File: config.mk
export PLATFORM = sky130hd
export DESIGN_NAME = queue_with_positional_insert
export DESIGN_NICKNAME = d
export VERILOG_FILES = /design/src/hw/rtl/qpi_pkg.sv /design/src/hw/rtl/queue_with_positional_insert.sv
export VERILOG_INCLUDE_DIRS = /design/src /design/src/hw/rtl
export SDC_FILE = /design/constraint.sdc
export NUM_CORES = 1
export LEC_CHECK = 0
export CORE_UTILIZATION = 25
export DETAILED_ROUTE_END_ITERATION = 6
export DONT_BUFFER_PORTS = 1
export PLACE_DENSITY = 0.44
export REMOVE_ABC_BUFFERS = 1
export SLEW_MARGIN = 0
export SYNTH_ARGS = -nofsm -noshare
export SYNTH_HDL_FRONTEND = slang
export SYNTH_SLANG_ARGS = --single-unit
File: constraint.sdc
create_clock -name clock -period 12.9 [get_ports clock]
set_input_delay 0.645 -clock clock [delete_from_list [all_inputs] [get_ports clock]]
set_output_delay 0.645 -clock clock [all_outputs]
set_load 0.01 [all_outputs]
File: src/hw/rtl/queue_with_positional_insert_assert.svh
// ----------------------------------------------------------------------------
// Queue with positional insert: assertion macros
// Concurrent assertion wrappers that compile away in synthesis.
// ----------------------------------------------------------------------------
`ifndef QUEUE_WITH_POSITIONAL_INSERT_ASSERT_SVH
`define QUEUE_WITH_POSITIONAL_INSERT_ASSERT_SVH

`ifndef SYNTHESIS

// Antecedent implies consequent in the same cycle.
`define QPI_ASSERT_NOW(label, clk, rst, ante, cons) \
   label: assert property (@(posedge clk) disable iff (rst) (ante) |-> (cons)) \
      else $error("queue assertion failed");

// Antecedent implies consequent in the next cycle.
`define QPI_ASSERT_NEXT(label, clk, rst, ante, cons) \
   label: assert property (@(posedge clk) disable iff (rst) (ante) |=> (cons)) \
      else $error("queue assertion failed");

`else

`define QPI_ASSERT_NOW(label, clk, rst, ante, cons)
`define QPI_ASSERT_NEXT(label, clk, rst, ante, cons)

`endif

`endif

File: src/hw/rtl/qpi_pkg.sv
// ----------------------------------------------------------------------------
// Queue with positional insert: package
// Field widths, request opcodes and result status codes.
// ----------------------------------------------------------------------------
`default_nettype none

package qpi_pkg;

   localparam int OPCODE_W    = 2;
   localparam int POS_W       = 8;
   localparam int DATA_W      = 32;
   localparam int STATUS_W    = 2;
   localparam int COUNT_OUT_W = 5;

   // Word returned by a pop that finds the queue empty.
   localparam logic signed [DATA_W-1:0] EMPTY_WORD = -32'sd1;

   typedef enum logic [OPCODE_W-1:0] {
      OP_PUSH   = 2'd0,
      OP_POP    = 2'd1,
      OP_INSERT = 2'd2
   } opcode_type;

   typedef enum logic [STATUS_W-1:0] {
      ST_OK     = 2'd0,
      ST_EMPTY  = 2'd1,
      ST_BADPOS = 2'd2,
      ST_FULL   = 2'd3
   } status_type;

endpackage

`default_nettype wire

File: src/hw/rtl/queue_with_positional_insert.sv
// ----------------------------------------------------------------------------
// Queue with positional insert
// Bounded ordered queue of signed words: push to tail, pop from head, insert
// at a 1-based position. Every entry decides its own next value in parallel.
// ----------------------------------------------------------------------------
//
//   channel  direction  handshake              payload
//   req_     in         req_valid / req_ready  opcode, position, value
//   rsp_     out        rsp_valid / rsp_ready  popped_value, status, entry_count
//
// One request is taken per cycle; its response appears in the result register
// on the next cycle. The entry array and count update at the accepting edge.
// A request is taken whenever the result register is empty or being drained,
// so a stalled response holds back only the next request.
// Reset clears the count and the response valid; the entries are not cleared.
//
`default_nettype none

module queue_with_positional_insert #(
   parameter int DEPTH = 16
) (
   input  wire logic                                   clock,
   input  wire logic                                   reset,
   input  wire logic                                   req_valid,
   output logic                                        req_ready,
   input  wire logic [qpi_pkg::OPCODE_W-1:0]           req_opcode,
   input  wire logic [qpi_pkg::POS_W-1:0]              req_position,
   input  wire logic signed [qpi_pkg::DATA_W-1:0]      req_value,
   output logic                                        rsp_valid,
   input  wire logic                                   rsp_ready,
   output logic signed [qpi_pkg::DATA_W-1:0]           rsp_popped_value,
   output logic [qpi_pkg::STATUS_W-1:0]                rsp_status,
   output logic [qpi_pkg::COUNT_OUT_W-1:0]             rsp_entry_count
);

   import qpi_pkg::*;

   localparam int CW   = $clog2(DEPTH + 1);
   localparam int CMPW = (CW + 1 > POS_W) ? CW + 1 : POS_W;

   logic signed [DATA_W-1:0] entries_ff [DEPTH];
   logic [CW-1:0]            count_ff;
   logic [CW-1:0]            count_in;
   logic                     rsp_valid_ff;
   logic                     rsp_valid_in;
   logic signed [DATA_W-1:0] popped_ff;
   logic signed [DATA_W-1:0] popped_in;
   status_type               status_ff;
   status_type               status_in;
   logic [COUNT_OUT_W-1:0]   entry_count_ff;

   logic                     accept;
   logic                     do_ins;
   logic                     do_pop;
   logic [CMPW-1:0]          slot;
   logic                     full;
   logic [CMPW-1:0]          pos_ext;
   logic [CMPW-1:0]          count_ext;

   // Handshake: the result register parts the two sides.
   assign req_ready = !rsp_valid_ff || rsp_ready;
   assign accept    = req_valid && req_ready;

   assign full      = (count_ff == CW'(DEPTH));
   assign pos_ext   = CMPW'(req_position);
   assign count_ext = CMPW'(count_ff);

   // Decode the request against the current count.
   always_comb begin
      do_ins    = 1'b0;
      do_pop    = 1'b0;
      slot      = count_ext;
      popped_in = '0;
      status_in = ST_OK;
      unique case (req_opcode)
         OP_PUSH: begin
            if (full) begin
               status_in = ST_FULL;
            end else begin
               do_ins = 1'b1;
            end
         end
         OP_POP: begin
            if (count_ff == '0) begin
               popped_in = EMPTY_WORD;
               status_in = ST_EMPTY;
            end else begin
               popped_in = entries_ff[0];
               do_pop    = 1'b1;
            end
         end
         OP_INSERT: begin
            slot = pos_ext - CMPW'(1);
            if ((pos_ext == '0) || (pos_ext > count_ext + CMPW'(1))) begin
               status_in = ST_BADPOS;
            end else if (full) begin
               status_in = ST_FULL;
            end else begin
               do_ins = 1'b1;
            end
         end
         default: begin
         end
      endcase
   end

   // Next count follows the operation that really took place.
   always_comb begin
      count_in = count_ff;
      if (accept && do_ins) begin
         count_in = count_ff + CW'(1);
      end else if (accept && do_pop) begin
         count_in = count_ff - CW'(1);
      end
   end

   // Each entry picks its neighbor or the new word by comparing its index.
   for (genvar i = 0; i < DEPTH; i++) begin : g_entry
      logic signed [DATA_W-1:0] prev_word;
      logic signed [DATA_W-1:0] next_word;

      if (i == 0) begin : g_first
         assign prev_word = entries_ff[i];
      end else begin : g_rest
         assign prev_word = entries_ff[i-1];
      end

      if (i == DEPTH - 1) begin : g_last
         assign next_word = entries_ff[i];
      end else begin : g_inner
         assign next_word = entries_ff[i+1];
      end

      always_ff @(posedge clock) begin
         if (accept && do_ins && (slot == CMPW'(i))) begin
            entries_ff[i] <= req_value;
         end else if (accept && do_ins && (slot < CMPW'(i))) begin
            entries_ff[i] <= prev_word;
         end else if (accept && do_pop) begin
            entries_ff[i] <= next_word;
         end
      end
   end

   // Response valid: set on accept, cleared when drained.
   always_comb begin
      rsp_valid_in = rsp_valid_ff;
      if (accept) begin
         rsp_valid_in = 1'b1;
      end else if (rsp_ready) begin
         rsp_valid_in = 1'b0;
      end
   end

   // Control state.
   always_ff @(posedge clock) begin
      if (reset) begin
         count_ff     <= '0;
         rsp_valid_ff <= 1'b0;
      end else begin
         count_ff     <= count_in;
         rsp_valid_ff <= rsp_valid_in;
      end
   end

   // Response payload.
   always_ff @(posedge clock) begin
      if (accept) begin
         popped_ff      <= popped_in;
         status_ff      <= status_in;
         entry_count_ff <= COUNT_OUT_W'(count_in);
      end
   end

   assign rsp_valid        = rsp_valid_ff;
   assign rsp_popped_value = popped_ff;
   assign rsp_status       = status_ff;
   assign rsp_entry_count  = entry_count_ff;

   // Assertions.
`include "queue_with_positional_insert_assert.svh"

   `QPI_ASSERT_NOW(a_count_bound, clock, reset, 1'b1, count_ff <= CW'(DEPTH))
   `QPI_ASSERT_NEXT(a_push_grows, clock, reset, accept && do_ins, count_ff == $past(count_ff) + CW'(1))
   `QPI_ASSERT_NOW(a_rsp_count, clock, reset, rsp_valid_ff, entry_count_ff == COUNT_OUT_W'(count_ff))
   `QPI_ASSERT_NOW(a_empty_word, clock, reset, rsp_valid_ff && (status_ff == ST_EMPTY), popped_ff == EMPTY_WORD)

endmodule

`default_nettype wire

==> reports/metrics.sh <==
STATUS='finished, final reports clean'
FINALNETCOUNT=2525
AREA_DELTA_SYNTH_FINAL_PCT=11.4
POSTSYNTHCELLCOUNT=2648
TIMING.MAX_SLEW.REL_SLACK_PCT=17.8
TIMING.CRITICAL_PATH.MAX_DELAY_FAMILY='buffers and inverters'
YS_TYPES=60
MAX_CAP_VIOL_COUNT=0
CLOCK_TREE.HTREE_LEVEL_COUNT=2
GRT_FIRST_PASS_WIRELENGTH_UM=152000
ORDERED_LIST_OF_CELLS_ON_THE_WORST_PATH='and3_1 > nand3_1 > ha_1 > a2111oi_1 > o21ai_0 > or4b_4 > a21boi_4 > buf_4 > buf_4 > buf_4 > a41oi_1 > a21oi_1'
GRT_REMAINING_OVERFLOW=0
PERIOD_NEEDED_PS=5810
PLACE_WS_PS=7250
FIN_SKEW_PS=21.7
NUMBER_OF_MAX_SLEW_VIOLATIONS_IN_THE_FINAL_REPORT=0
VIA_PER_INST=5.56
POSTLAYOUTCELLAREA_MM2=0.0321
WORST_PIN_SLEW_PS=1230
FINAL_MIN_PERIOD_OVER_CLOCK_PERIOD_PCT=45.0
INITIAL_UTIL_PCT=25.2
GRT_ANTENNA_BEFORE_REPAIR=4
CELLLEAKAGEPOWER_nW=10.3
CRITPATHKIND='reg2reg'
WORST_HOLD_PATH_TYPE='in2reg'
WORST_HOLD_SLACK_PS=69.4
GRT_MAX_DEGREE=194
CRITPATHARRIVALTIME_PS=6320
GRT_SETUP_UNREPAIRED='no'
REQUIRED_PS=13410
CTS.ROOT.BUFFER_CELL='sky130_fd_sc_hd__clkbuf_16'
ROUTED_WIRE_LENGTH_PER_INSTANCE_UM=25.0
DRIVE_ABOVE_1_SHARE_PCT=8.54
CTS-ROOT-TO-SINK-BUFFERS=3
HPWL_UM=59400
SYNTH_SEQ_CELLS=557
DETAILEDROUTE.FIRSTPASSITERATIONCOUNT=6
GLOBAL_ROUTE.USAGE.TOTAL_PCT=16.8
ACHIEVABLE-FREQUENCY_GHz=0.172
PLACE_AREA_MM2=0.0303
FINALSETUPVIOLATIONS=0
POSTROUTEANTENNANETS=0
WL_UM=101000
SYNTH_FLOP_CELL='sky130_fd_sc_hd__edfxtp_1'
ASYNC_RESET_FF_SHARE_PCT=0
BOUNDARYPINS=87
YOSYS_WARNINGS=0
CRIT_BUF_INV=3
VIAS=22420
CTS.SINKS=557
YOSYSSEQAREASHARE_PCT=57.8
PLACEMENT.IO_BUFFERS=0
TRITONCTS='done'
FP.COREAREA_MM2=0.114
POST_CTS_SETUP_INSERTS=0
DRC=0
CTS-BUFFERS-INSERTED=61
DIE_HEIGHT_UM=342
TIMING.FINAL.HOLD_VIOLATIONS=0
IR_WORST_VDD_mV=0.112
SYN_AREA_PER_CELL_UM2=10.9
CLK_TRANSITION_REPORTED_PATHS_PS=60
SLOWEST_STAGE='sky130_fd_sc_hd__buf_4'
DIE-WIDTH_UM=342
WORSTSETUPSTARTPOINTTYPE='flip-flop'
CTS_REPAIR_RESIZE_COUNT=0
CORE.ROWCOUNT=124
FILLER_CELL_COUNT_IN_THE_FINAL_LAYOUT=11782
CPPEAKSTAGEDELAY_PS=890
CTS_HOLD_BUF=0
GRT_PASS1_VIAS=22303
LAYOUT_SETUP_WS_PS=7090
DR.FIRST_ITER.DRC_COUNT=2571
SOURCE_TO_SINK_CLOCK_DELAY_AT_THE_LATER_PIN_OF_THE_WORST_SKEW_PAIR_PS=660
SYNTH.CELL_AREA_MM2=0.0288
SETUP_TNS_PS=0
SYNTH_EDF_COUNT=551
GP_ROUTABILITY_CONGESTION=0.800
FP.DIEAREA_MM2=0.117
POWER_DENSITY_mW_PER_MM2=137
CRITPATHMOSTFREQUENTCELL='sky130_fd_sc_hd__buf_4'
WORSTSETUPENDPOINTTYPE='flip-flop'
PATH_MAX_FANOUT=88
[power breakdown]
| group | internal (W) | total (W) | leakage [nW] | switching, W |
|---|---|---|---|---|
| Sequential | 0.00212 | 0.00217 | 5.11 | 0.0000547 |
| Clock | 0.000946 | 0.00173 | 0.909 | 0.000780 |
| Combinational | 0.000159 | 0.000500 | 4.29 | 0.000341 |
| Total | 0.00322 | 0.00440 | 10.3 | 0.00118 |
[state kept, by name (all words and copies together), names as in the netlist]
register and cells:
rsp_entry_count 5, rsp_valid 1, count_ff 5, rsp_status 2, entries_ff 512, rsp_popped_value 32
[final timing paths]
check	end	startpoint	cells past startpoint	slack (ps)
hold reg to reg	entries_ff[0][21]	entries_ff[0][53]	1	550
setup reg to reg	entries_ff[1][137]	count_ff[2]	12	7090
hold / removal	count_ff[1]	reset	1	70
setup / recovery	entries_ff[1][137]	count_ff[2]	12	7090
[layer usage]
layer  vias up  track usage (%)  part of all wire (%)
met5         -                0                     0
met4         0             3.66                   1.7
met3       119             2.36                   6.3
met2       847             26.1                    45
met1     11507             24.6                    47
li1       9947                -                     -
[logic make-up (layout without fill, tap and decap cells)]
kind of cell	count (synthesis)	after routing	synth area share, %
buffers and inverters	313	184	4.39
other	0	1	0
muxes	92	92	3.35
adders and majority gates	10	10	0.434
AOI/OAI and AO/OA	1033	1033	23.5
xor gates and xnor gates	6	6	0.182
DFF	557	557	57.8
and+or+nand+nor	637	637	10.3
[cell usage after synthesis (all sizes together), types with 2 or more instances]
| library cell | number | share of area, % |
|---|---|---|
| mux2i | 57 | 2.0 |
| nand3 | 21 | 0.36 |
| a21o | 26 | 0.68 |
| a221oi | 3 | 0.091 |
| a41oi | 32 | 0.97 |
| nor3 | 99 | 1.8 |
| a21oi | 258 | 4.5 |
| nor4bb | 2 | 0.069 |
| o21ai | 241 | 4.2 |
| nor2 | 243 | 3.2 |
| o21a | 35 | 0.91 |
| clkbuf | 234 | 3.0 |
| and3 | 5 | 0.11 |
| and2 | 67 | 1.5 |
| inv | 9 | 0.12 |
| nand4 | 7 | 0.15 |
| nand2 | 129 | 1.7 |
| nor4 | 3 | 0.065 |
| edfxtp | 551 | 57 |
| xnor2 | 4 | 0.12 |
| a21boi | 27 | 0.74 |
| nand3b | 6 | 0.16 |
| a221o | 188 | 6.5 |
| a31o | 3 | 0.091 |
| nand4b | 2 | 0.061 |
| dfxtp | 6 | 0.42 |
| o31a | 2 | 0.061 |
| nor4b | 2 | 0.082 |
| mux2 | 35 | 1.4 |
| or4b | 2 | 0.082 |
| a31oi | 209 | 4.5 |
| nor2b | 38 | 0.82 |
| ha | 10 | 0.43 |
| or2 | 3 | 0.065 |
| buf | 70 | 1.2 |
| nand2b | 4 | 0.087 |
| xor2 | 2 | 0.061 |
[layout by cell type (no fill, tap or decap), drive strengths merged, types with 3 or more instances in the layout]
cell    Yosys  final
inv         9     12
a31oi     209    209
mux2i      57     57
clkbuf    234     78
ha         10     10
dfxtp       6      6
o21a       35     35
nand2     129    129
a21boi     27     27
a31o        3      3
a41oi      32     32
a21o       26     26
nand2b      4      4
nor2      243    243
nor4        3      3
o21ai     241    241
or2         3      3
nor3       99     99
xnor2       4      4
and3        5      5
nor2b      38     38
nand3      21     21
a221o     188    188
a221oi      3      3
mux2       35     35
a21oi     258    258
buf        70     62
nand3b      6      6
edfxtp    551    551
and2       67     67
nand4       7      7
bufinv      0      4
clkinv      0     26
[stage by stage]
| stage | util [%] | total power, W | cells |
|---|---|---|---|
| final | 28.1 | 0.00440 | 4032 |
| after CTS | 28.1 | 0.00444 | 4031 |
| after detailed placement | 26.5 | 0.00271 | 3918 |
| after floorplan | - | 0.00261 | 2344 |
| after global routing | 28.1 | 0.00455 | 4031 |
| after global placement | 26.5 | 0.00270 | 3918 |
[area by class of cell]
cell class	count	area (um^2)	area share, %
Inverter	9	33.8	0.105
Sequential cell	557	16700	51.9
Antenna cell	1	2.50	0.00779
Clock buffer	78	1590	4.95
Tap cell	1512	1890	5.89
Clock inverter	35	273	0.849
Timing Repair Buffer	62	490	1.53
Multi-Input combinational cell	1778	11200	34.8
No activity file was read; power rests on OpenSTA's default activity.
